==> config.mk <==
export PLATFORM = sky130hd
export DESIGN_NAME = octree_level_builder
export DESIGN_NICKNAME = d
export VERILOG_FILES = /design/src/rtl/core/olb_pkg.sv /design/src/rtl/core/olb_queue2.sv /design/src/rtl/core/olb_front.sv /design/src/rtl/core/olb_back.sv /design/src/rtl/core/octree_level_builder.sv
export SDC_FILE = /design/constraint.sdc
export NUM_CORES = 2
export LEC_CHECK = 0
export BUFFER_PORTS_ARGS = -buffer_cell sky130_fd_sc_hd__buf_2
export CAP_MARGIN = 10
export CORE_MARGIN = 2
export CORE_UTILIZATION = 40
export DETAILED_ROUTE_END_ITERATION = 6
export GPL_TIMING_DRIVEN = 0
export PLACE_DENSITY = 0.62
export REMOVE_ABC_BUFFERS = 1
export SYNTH_ARGS = -nofsm -noshare
export SYNTH_HDL_FRONTEND = slang
export SYNTH_SLANG_ARGS = --single-unit
==> constraint.sdc <==
create_clock -name clk -period 18.7 [get_ports clk]
set_clock_uncertainty 0.2 [all_clocks]
set_input_delay 2.805 -clock clk [delete_from_list [all_inputs] [get_ports clk]]
set_output_delay 2.805 -clock clk [all_outputs]
set_load 0.01 [all_outputs]
==> src/rtl/core/olb_pkg.sv <==
// Shared types and constants for the octree level builder.
package olb_pkg;

    localparam int unsigned SLOT_BITS = 3;
    localparam int unsigned NUM_SLOTS = 8;

    typedef logic [SLOT_BITS-1:0] slot_t;
    typedef logic [NUM_SLOTS-1:0] occ_t;

    // Control part of one classified request passed from front to back.
    typedef struct packed {
        logic  flush_before;  // open group has a different parent: emit it first
        logic  last;          // final item of the level: emit after absorbing
        slot_t slot;          // octant chosen by the low code bits
    } cmd_ctl_t;

endpackage

==> src/rtl/core/olb_queue2.sv <==
// Two-entry register queue used between front and back and as output buffer.
module olb_queue2 #(
    parameter int unsigned WIDTH = 8
) (
    input  logic             clk,
    input  logic             rst_n,
    input  logic             push,
    input  logic [WIDTH-1:0] wdata,
    output logic             full,
    input  logic             pop,
    output logic [WIDTH-1:0] rdata,
    output logic             empty
);

    logic [WIDTH-1:0] entry_reg [2];
    logic             wr_ptr_reg;
    logic             wr_ptr_next;
    logic             rd_ptr_reg;
    logic             rd_ptr_next;
    logic [1:0]       count_reg;
    logic [1:0]       count_next;
    logic             do_push;
    logic             do_pop;

    assign full    = (count_reg == 2'd2);
    assign empty   = (count_reg == 2'd0);
    assign do_push = push && !full;
    assign do_pop  = pop && !empty;
    assign rdata   = entry_reg[rd_ptr_reg];

    always_comb
    begin
        wr_ptr_next = do_push ? !wr_ptr_reg : wr_ptr_reg;
        rd_ptr_next = do_pop ? !rd_ptr_reg : rd_ptr_reg;
        count_next  = count_reg;
        if (do_push && !do_pop)
        begin
            count_next = count_reg + 2'd1;
        end
        else if (do_pop && !do_push)
        begin
            count_next = count_reg - 2'd1;
        end
    end

    always_ff @(posedge clk or negedge rst_n)
    begin
        if (!rst_n)
        begin
            wr_ptr_reg <= 1'b0;
            rd_ptr_reg <= 1'b0;
            count_reg  <= 2'd0;
        end
        else
        begin
            wr_ptr_reg <= wr_ptr_next;
            rd_ptr_reg <= rd_ptr_next;
            count_reg  <= count_next;
        end
    end

    always_ff @(posedge clk)
    begin
        if (do_push)
        begin
            entry_reg[wr_ptr_reg] <= wdata;
        end
    end

endmodule

==> src/rtl/core/olb_front.sv <==
// Front end: accept items, track the open parent and classify each request.
module olb_front
    import olb_pkg::*;
#(
    parameter int unsigned CODE_BITS   = 63,
    parameter int unsigned INDEX_BITS  = 32,
    parameter int unsigned PARENT_BITS = 60
) (
    input  logic                   clk,
    input  logic                   rst_n,
    input  logic                   push,
    input  logic [CODE_BITS-1:0]   code,
    input  logic [INDEX_BITS-1:0]  child,
    input  logic                   last,
    input  logic                   q_full,
    output logic                   q_push,
    output cmd_ctl_t               q_ctl,
    output logic [PARENT_BITS-1:0] q_parent,
    output logic [INDEX_BITS-1:0]  q_child
);

    localparam int unsigned EXT_BITS = CODE_BITS + PARENT_BITS;

    logic                   open_reg;
    logic                   open_next;
    logic [PARENT_BITS-1:0] parent_reg;
    logic [PARENT_BITS-1:0] parent_next;
    logic [EXT_BITS-1:0]    code_ext;
    logic [PARENT_BITS-1:0] item_parent;

    assign code_ext    = EXT_BITS'(code);
    assign item_parent = code_ext[SLOT_BITS +: PARENT_BITS];

    assign q_push             = push && !q_full;
    assign q_ctl.flush_before = open_reg && (item_parent != parent_reg);
    assign q_ctl.last         = last;
    assign q_ctl.slot         = code_ext[SLOT_BITS-1:0];
    assign q_parent           = item_parent;
    assign q_child            = child;

    // A last item closes the group; any other item leaves its parent open.
    always_comb
    begin
        open_next   = open_reg;
        parent_next = parent_reg;
        if (q_push)
        begin
            open_next   = !last;
            parent_next = item_parent;
        end
    end

    always_ff @(posedge clk or negedge rst_n)
    begin
        if (!rst_n)
        begin
            open_reg   <= 1'b0;
            parent_reg <= '0;
        end
        else
        begin
            open_reg   <= open_next;
            parent_reg <= parent_next;
        end
    end

endmodule

==> src/rtl/core/olb_back.sv <==
// Back end: assemble sibling groups and push finished node records.
module olb_back
    import olb_pkg::*;
#(
    parameter int unsigned INDEX_BITS  = 32,
    parameter int unsigned PARENT_BITS = 60,
    parameter int unsigned REC_BITS    = 357
) (
    input  logic                   clk,
    input  logic                   rst_n,
    input  logic                   cmd_empty,
    input  cmd_ctl_t               cmd_ctl,
    input  logic [PARENT_BITS-1:0] cmd_parent,
    input  logic [INDEX_BITS-1:0]  cmd_child,
    output logic                   cmd_pop,
    input  logic                   out_full,
    output logic                   rec_push,
    output logic [REC_BITS-1:0]    rec
);

    logic [INDEX_BITS-1:0]  children_reg  [NUM_SLOTS];
    logic [INDEX_BITS-1:0]  children_next [NUM_SLOTS];
    logic [INDEX_BITS-1:0]  base_children [NUM_SLOTS];
    logic [INDEX_BITS-1:0]  new_children  [NUM_SLOTS];
    logic [INDEX_BITS-1:0]  emit_children [NUM_SLOTS];
    occ_t                   mask_reg;
    occ_t                   mask_next;
    occ_t                   base_mask;
    occ_t                   new_mask;
    occ_t                   emit_mask;
    logic [PARENT_BITS-1:0] parent_reg;
    logic [PARENT_BITS-1:0] parent_next;
    logic [PARENT_BITS-1:0] emit_parent;
    logic [INDEX_BITS-1:0]  node_reg;
    logic [INDEX_BITS-1:0]  node_next;
    logic                   half_reg;
    logic                   half_next;
    logic                   flush_first;
    logic                   needs_push;
    logic                   go;
    logic [NUM_SLOTS*INDEX_BITS-1:0] children_flat;

    // Emit the old group first; a following last is finished on the next pass.
    assign flush_first = cmd_ctl.flush_before && !half_reg;
    assign needs_push  = flush_first || cmd_ctl.last;
    assign go          = !cmd_empty && (!needs_push || !out_full);
    assign cmd_pop     = go && !(flush_first && cmd_ctl.last);
    assign rec_push    = go && needs_push;

    always_comb
    begin
        base_mask = flush_first ? '0 : mask_reg;
        new_mask  = base_mask | (occ_t'(1) << cmd_ctl.slot);
        for (int i = 0; i < NUM_SLOTS; i++)
        begin
            base_children[i] = flush_first ? '1 : children_reg[i];
            new_children[i]  = (cmd_ctl.slot == slot_t'(i)) ? cmd_child : base_children[i];
            emit_children[i] = flush_first ? children_reg[i] : new_children[i];
            children_flat[i*INDEX_BITS +: INDEX_BITS] = emit_children[i];
        end
        emit_mask   = flush_first ? mask_reg : new_mask;
        emit_parent = flush_first ? parent_reg : cmd_parent;
    end

    assign rec = {node_reg, emit_parent, emit_mask, children_flat, !flush_first};

    always_comb
    begin
        mask_next   = mask_reg;
        parent_next = parent_reg;
        node_next   = node_reg;
        half_next   = half_reg;
        for (int i = 0; i < NUM_SLOTS; i++)
        begin
            children_next[i] = children_reg[i];
        end
        if (go)
        begin
            if (needs_push)
            begin
                node_next = node_reg + INDEX_BITS'(1);
            end
            if (cmd_ctl.last)
            begin
                // Either half of a last request leaves the group empty.
                mask_next   = '0;
                parent_next = '0;
                half_next   = flush_first;
                for (int i = 0; i < NUM_SLOTS; i++)
                begin
                    children_next[i] = '1;
                end
            end
            else
            begin
                mask_next   = new_mask;
                parent_next = cmd_parent;
                half_next   = 1'b0;
                for (int i = 0; i < NUM_SLOTS; i++)
                begin
                    children_next[i] = new_children[i];
                end
            end
        end
    end

    always_ff @(posedge clk or negedge rst_n)
    begin
        if (!rst_n)
        begin
            mask_reg   <= '0;
            parent_reg <= '0;
            node_reg   <= '0;
            half_reg   <= 1'b0;
            for (int i = 0; i < NUM_SLOTS; i++)
            begin
                children_reg[i] <= '1;
            end
        end
        else
        begin
            mask_reg   <= mask_next;
            parent_reg <= parent_next;
            node_reg   <= node_next;
            half_reg   <= half_next;
            for (int i = 0; i < NUM_SLOTS; i++)
            begin
                children_reg[i] <= children_next[i];
            end
        end
    end

endmodule

==> src/rtl/core/octree_level_builder.sv <==
// Top level of the octree level builder: front end, request queue, back end, node buffer.
//
// The block takes a stream of (Morton code, child index) requests sorted by
// code and groups siblings, those whose codes agree above the low three bits,
// into one octree node: the low three bits pick the octant, set its occupancy
// bit and fill its child slot, and empty octants read as all ones. A node is
// emitted when the parent code changes or after a request marked last; that
// node carries level_end. Node indices count up from zero after reset and keep
// running across levels, wrapping at 2^INDEX_BITS. One request is taken every
// clock cycle while full is low. A request that both changes the parent and is
// marked last makes two nodes and holds the back end for a second pass; the
// two-entry queue in front of it buffers requests meanwhile, and full rises when
// that queue fills. A node passes through the request queue and the node buffer
// before it appears on the outputs, and the two-entry node buffer can take one
// more node while a node waits to be popped. Both sides behave as queues:
// push/full in, empty/pop out.
module octree_level_builder
    import olb_pkg::*;
#(
    parameter int unsigned CODE_BITS  = 63,
    parameter int unsigned INDEX_BITS = 32,
    // A parent code is the code without its octant bits; keep one bit at minimum.
    localparam int unsigned PARENT_BITS = (CODE_BITS > SLOT_BITS) ? CODE_BITS - SLOT_BITS : 1
) (
    input  logic                    clk,
    input  logic                    rst_n,
    input  logic                    push,
    output logic                    full,
    input  logic [CODE_BITS-1:0]    code,
    input  logic [INDEX_BITS-1:0]   child,
    input  logic                    last,
    output logic                    empty,
    input  logic                    pop,
    output logic [INDEX_BITS-1:0]   node_index,
    output logic [PARENT_BITS-1:0]  parent_code,
    output logic [NUM_SLOTS-1:0]    occupancy,
    output logic [INDEX_BITS-1:0]   child_0,
    output logic [INDEX_BITS-1:0]   child_1,
    output logic [INDEX_BITS-1:0]   child_2,
    output logic [INDEX_BITS-1:0]   child_3,
    output logic [INDEX_BITS-1:0]   child_4,
    output logic [INDEX_BITS-1:0]   child_5,
    output logic [INDEX_BITS-1:0]   child_6,
    output logic [INDEX_BITS-1:0]   child_7,
    output logic                    level_end
);

    localparam int unsigned CMD_BITS    = $bits(cmd_ctl_t) + PARENT_BITS + INDEX_BITS;
    localparam int unsigned REC_BITS    = INDEX_BITS + PARENT_BITS + NUM_SLOTS
                                          + NUM_SLOTS * INDEX_BITS + 1;
    // Field offsets inside a node record, from the low end.
    localparam int unsigned CH_LSB   = 1;
    localparam int unsigned OCC_LSB  = CH_LSB + NUM_SLOTS * INDEX_BITS;
    localparam int unsigned PAR_LSB  = OCC_LSB + NUM_SLOTS;
    localparam int unsigned IDX_LSB  = PAR_LSB + PARENT_BITS;

    logic                   fq_push;
    cmd_ctl_t               fq_ctl;
    logic [PARENT_BITS-1:0] fq_parent;
    logic [INDEX_BITS-1:0]  fq_child;
    logic                   cq_full;
    logic                   cq_empty;
    logic                   cq_pop;
    logic [CMD_BITS-1:0]    cq_rdata;
    cmd_ctl_t               bk_ctl;
    logic [PARENT_BITS-1:0] bk_parent;
    logic [INDEX_BITS-1:0]  bk_child;
    logic                   rec_push;
    logic [REC_BITS-1:0]    rec;
    logic                   nq_full;
    logic [REC_BITS-1:0]    head;

    assign full = cq_full;

    // Classify each request against the parent of the open group.
    olb_front #(
        .CODE_BITS   (CODE_BITS),
        .INDEX_BITS  (INDEX_BITS),
        .PARENT_BITS (PARENT_BITS)
    ) u_front (
        .clk      (clk),
        .rst_n    (rst_n),
        .push     (push),
        .code     (code),
        .child    (child),
        .last     (last),
        .q_full   (cq_full),
        .q_push   (fq_push),
        .q_ctl    (fq_ctl),
        .q_parent (fq_parent),
        .q_child  (fq_child)
    );

    // Decouple the two halves; a double emit stalls the back end, and the front end only once this queue fills.
    olb_queue2 #(
        .WIDTH (CMD_BITS)
    ) u_cmd_q (
        .clk   (clk),
        .rst_n (rst_n),
        .push  (fq_push),
        .wdata ({fq_ctl, fq_parent, fq_child}),
        .full  (cq_full),
        .pop   (cq_pop),
        .rdata (cq_rdata),
        .empty (cq_empty)
    );

    assign {bk_ctl, bk_parent, bk_child} = cq_rdata;

    // Build groups and hand finished nodes to the output buffer.
    olb_back #(
        .INDEX_BITS  (INDEX_BITS),
        .PARENT_BITS (PARENT_BITS),
        .REC_BITS    (REC_BITS)
    ) u_back (
        .clk        (clk),
        .rst_n      (rst_n),
        .cmd_empty  (cq_empty),
        .cmd_ctl    (bk_ctl),
        .cmd_parent (bk_parent),
        .cmd_child  (bk_child),
        .cmd_pop    (cq_pop),
        .out_full   (nq_full),
        .rec_push   (rec_push),
        .rec        (rec)
    );

    // Hold finished nodes until the consumer pops them.
    olb_queue2 #(
        .WIDTH (REC_BITS)
    ) u_node_q (
        .clk   (clk),
        .rst_n (rst_n),
        .push  (rec_push),
        .wdata (rec),
        .full  (nq_full),
        .pop   (pop),
        .rdata (head),
        .empty (empty)
    );

    assign node_index  = head[IDX_LSB +: INDEX_BITS];
    assign parent_code = head[PAR_LSB +: PARENT_BITS];
    assign occupancy   = head[OCC_LSB +: NUM_SLOTS];
    assign child_0     = head[CH_LSB + 0*INDEX_BITS +: INDEX_BITS];
    assign child_1     = head[CH_LSB + 1*INDEX_BITS +: INDEX_BITS];
    assign child_2     = head[CH_LSB + 2*INDEX_BITS +: INDEX_BITS];
    assign child_3     = head[CH_LSB + 3*INDEX_BITS +: INDEX_BITS];
    assign child_4     = head[CH_LSB + 4*INDEX_BITS +: INDEX_BITS];
    assign child_5     = head[CH_LSB + 5*INDEX_BITS +: INDEX_BITS];
    assign child_6     = head[CH_LSB + 6*INDEX_BITS +: INDEX_BITS];
    assign child_7     = head[CH_LSB + 7*INDEX_BITS +: INDEX_BITS];
    assign level_end   = head[0];

endmodule

==> flow_metrics.py <==
metrics = {
    "critical_path": {
        "worst-path-max-fanout": 49,
        "required_ns": 15.69,
        "crit_type": "register to output port",
        "r2r_cells": 8,
        "endpoint_kind": "output port",
        "r2r_end": "u_node_q.entry_reg[1][73]",
        "crit_arrival_ns": 3.16,
        "rrSetupSlack_ns": 13.48,
        "worstReg2RegStart": "u_cmd_q.rd_ptr_reg",
        "start_kind": "register",
    },
    "clocking": {
        "cts_tree": "yes",
        "clkTransAtPathRegs_ns": 0.06,
        "clockRootBuffer": "clkbuf_16",
        "ctsResizeCount": 0,
        "htree_levels": 4,
        "cts_buffer_depth": 3,
        "cts-hold-fix-buffers": 0,
        "clock-sinks": 1334,
        "post_cts_buffers": 0,
        "clk_latency_ns": 0.76,
        "cts_buffers": 143,
    },
    "job": {
        "maxCapViolCount": 0,
    },
    "final_layout": {
        "syn2layout_area_growth_pct": 20.84,
        "multi_input_comb_area_sq_um": 13540,
        "regArea_sq_um": 38250,
        "fillers": 11099,
        "fin_nets": 4070,
        "drive_above_1_share_pct": 35.96,
        "largest_register_ffs": 714,
        "fin_util_pct": 48.85,
        "layout.cells.non_filler": 5836,
    },
    "global_routing": {
        "busiest_layer": "met2",
        "grt_pass1_wl_um": 202300,
        "grt_start_max_net_pins": 94,
        "grt_antenna_before_repair": 26,
        "grt_pass1_vias": 30453,
        "grt.met2_usage_pct": 32.26,
        "grt_util_met1_pct": 26.70,
        "met3_usage_pct": 6.463,
        "overflow": 0,
        "track_usage_pct": 20.36,
    },
    "timing": {
        "worst-slew-pin-transition_ns": 1.200,
        "rsz0062_at_grt": "no",
        "finalHoldViolCount": 0,
        "max_freq_ghz": 0.1622,
        "finalSetupViolations": 0,
        "period_share_pct": 32.98,
        "holdWs_ns": 0.2663,
        "relSlewSlack_pct": 17.69,
        "period_minus_slack_ns": 6.166,
        "slew_violations": 0,
    },
    "placement": {
        "place_inst": 5557,
        "port_buffers": 458,
        "place_hpwl_um": 90680,
        "place.gp.congestion": 0.7416,
    },
    "power_and_ir_drop": {
        "finalPower_mw": 12.91,
        "power_switching_mw": 4.499,
        "power_density_nw_per_um2": 203.3,
        "ir_worst_vdd_v": 0.0001095,
        "clockPowerShare_pct": 22.2,
        "combPwrFrac_pct": 38.2,
        "switching_share_pct": 34.86,
        "power_frac_seq_pct": 39.6,
        "power.leakage_nw": 23.92,
        "p_int_mw": 8.407,
    },
    "hold_path": {
        "hold_class": "register to register",
        "min_to": "u_back.mask_reg[5]",
        "min_from": "u_back.mask_reg[5]",
        "min_path_cells": 1,
    },
    "route": {
        "antenna_left": 0,
        "viasPerCell": 5.227,
        "detail_route.wl_per_cell_um": 23.65,
        "dr.pass1.iters": 5,
        "drt_iter0_drc": 2591,
        "drc_errors": 0,
        "vias": 30506,
        "wirelength_um": 138000,
    },
    "logic_synthesis": {
        "synth_cell_type_count": 53,
        "synth_seq_cells": 1334,
        "synthCells": 3488,
        "postSynthAreaPerCell_sq_um": 15.06,
        "synth_edf_count": 908,
        "synth_ff_type": "edfxtp_1",
        "synth_area_sq_um": 52540,
        "ys_seq_area_share_pct": 72.79,
        "ys_warn_count": 0,
        "async_flop_share_pct": 31.93,
    },
    "die": {
        "die-area_sq_um": 134300,
        "rows": 132,
        "die_x_um": 366.4,
        "die_h_um": 366.4,
        "io-pin-count": 459,
        "start_util_pct": 40.42,
        "core_sq_um": 130000,
    },
    "outcome": {
        "outcome": "completed",
    },
}
placed cells by master, fill, tap and decap left out, types with 60 or more instances in the layout:
master	count
nand2_1	523
nor2_1	69
buf_2	457
mux2i_1	84
clkbuf_16	148
o21ai_0	319
a21oi_1	60
edfxtp_1	908
dfstp_2	256
mux2_2	358
a2bb2oi_1	246
dfrtp_1	168
xor2_1	62
area by class of cell:
| cell class | instances | area share, % |
|---|---|---|
| multi-input combinational | 1907 | 21.33 |
| timing repair buffer | 569 | 7.325 |
| sequential | 1334 | 60.25 |
| inverter | 12 | 0.07094 |
| antenna | 6 | 0.02365 |
| clock inverter | 70 | 1.218 |
| clock buffer | 196 | 6.353 |
| tap | 1742 | 3.433 |
per-layer routing:
layer | wire length [um] | part of all wire [%] | vias up
met5 | 242 | 0.18 | -
met4 | 3568 | 2.6 | 40
met3 | 11400 | 8.3 | 216
met2 | 64680 | 47 | 975
met1 | 58150 | 42 | 15400
li1 | - | - | 13875
worst max path at each step:
| stage | start | end | slack, ns |
|---|---|---|---|
| after floorplan | u_cmd_q.rd_ptr_reg | u_node_q.entry_reg[0][0] | -1.88 |
| after global placement | u_cmd_q.rd_ptr_reg | u_node_q.entry_reg[0][13] | -16.09 |
| after detailed placement | push | u_cmd_q.entry_reg[0][6] | 13.15 |
| after CTS | u_node_q.rd_ptr_reg | child_4[18] | 12.42 |
| after global routing | u_node_q.rd_ptr_reg | child_2[18] | 12.39 |
| final | u_node_q.rd_ptr_reg | child_2[18] | 12.53 |
cells by family (layout without fill, tap and decap cells):
logic type | after synthesis | after routing | share of synthesized area, %
compound gates | 662 | 662 | 8.499
xor+xnor | 101 | 101 | 1.684
fa+ha+maj | 3 | 3 | 0.07145
buf+inv | 247 | 847 | 2.038
flops | 1334 | 1334 | 72.79
mux | 453 | 453 | 9.485
other cells | 0 | 6 | 0
simple gates | 688 | 688 | 5.432
power groups by stage:
| stage | sequential, mW | combinational, mW | clock, mW |
|---|---|---|---|
| final | 5.12 | 4.93 | 2.86 |
| after floorplan | 5.58 | 2.76 | 0 |
| after CTS | 5.12 | 5.00 | 2.93 |
| after detailed placement | 5.16 | 4.99 | 0 |
| after global routing | 5.22 | 5.32 | 3.05 |
| after global placement | 5.88 | 4.60 | 0 |
critical path, cell delays in order, from the launching register on:
cell,delay [ns]
dfrtp_4,0.75
buf_16,0.31
buf_16,0.29
buf_16,0.28
mux2_2,0.43
buf_2,0.16
synthesized netlist by cell type (10+ instances only):
library cell | instances | area [sq um]
mux2_2 | 358 | 4031
clkbuf_1 | 128 | 480.5
a21oi_1 | 60 | 300.3
mux2i_1 | 94 | 940.9
a2bb2oi_1 | 246 | 2155
buf_2 | 88 | 440.4
nor2_1 | 76 | 285.3
a2bb2oi_2 | 10 | 150.1
o21ai_0 | 319 | 1597
nand2b_1 | 10 | 62.56
nor4_1 | 12 | 75.07
xnor2_1 | 39 | 341.6
buf_1 | 11 | 41.29
nand3_1 | 16 | 80.08
nand2_1 | 525 | 1971
nand4_1 | 16 | 100.1
dfrtp_1 | 170 | 4254
edfxtp_1 | 908 | 27270
xor2_1 | 62 | 543.0
dfstp_2 | 256 | 6726
per-stage QoR:
stage	TNS [ns]	setup slack, ns	area [sq um]
final	0	12.53	63490
after detailed placement	0	13.15	58610
after CTS	0	12.42	63420
after global placement	-7151.82	-16.09	55990
after global routing	0	12.39	63490
after floorplan	-670.11	-1.877	51520
Note: power is estimated with default switching activity, not from simulation.
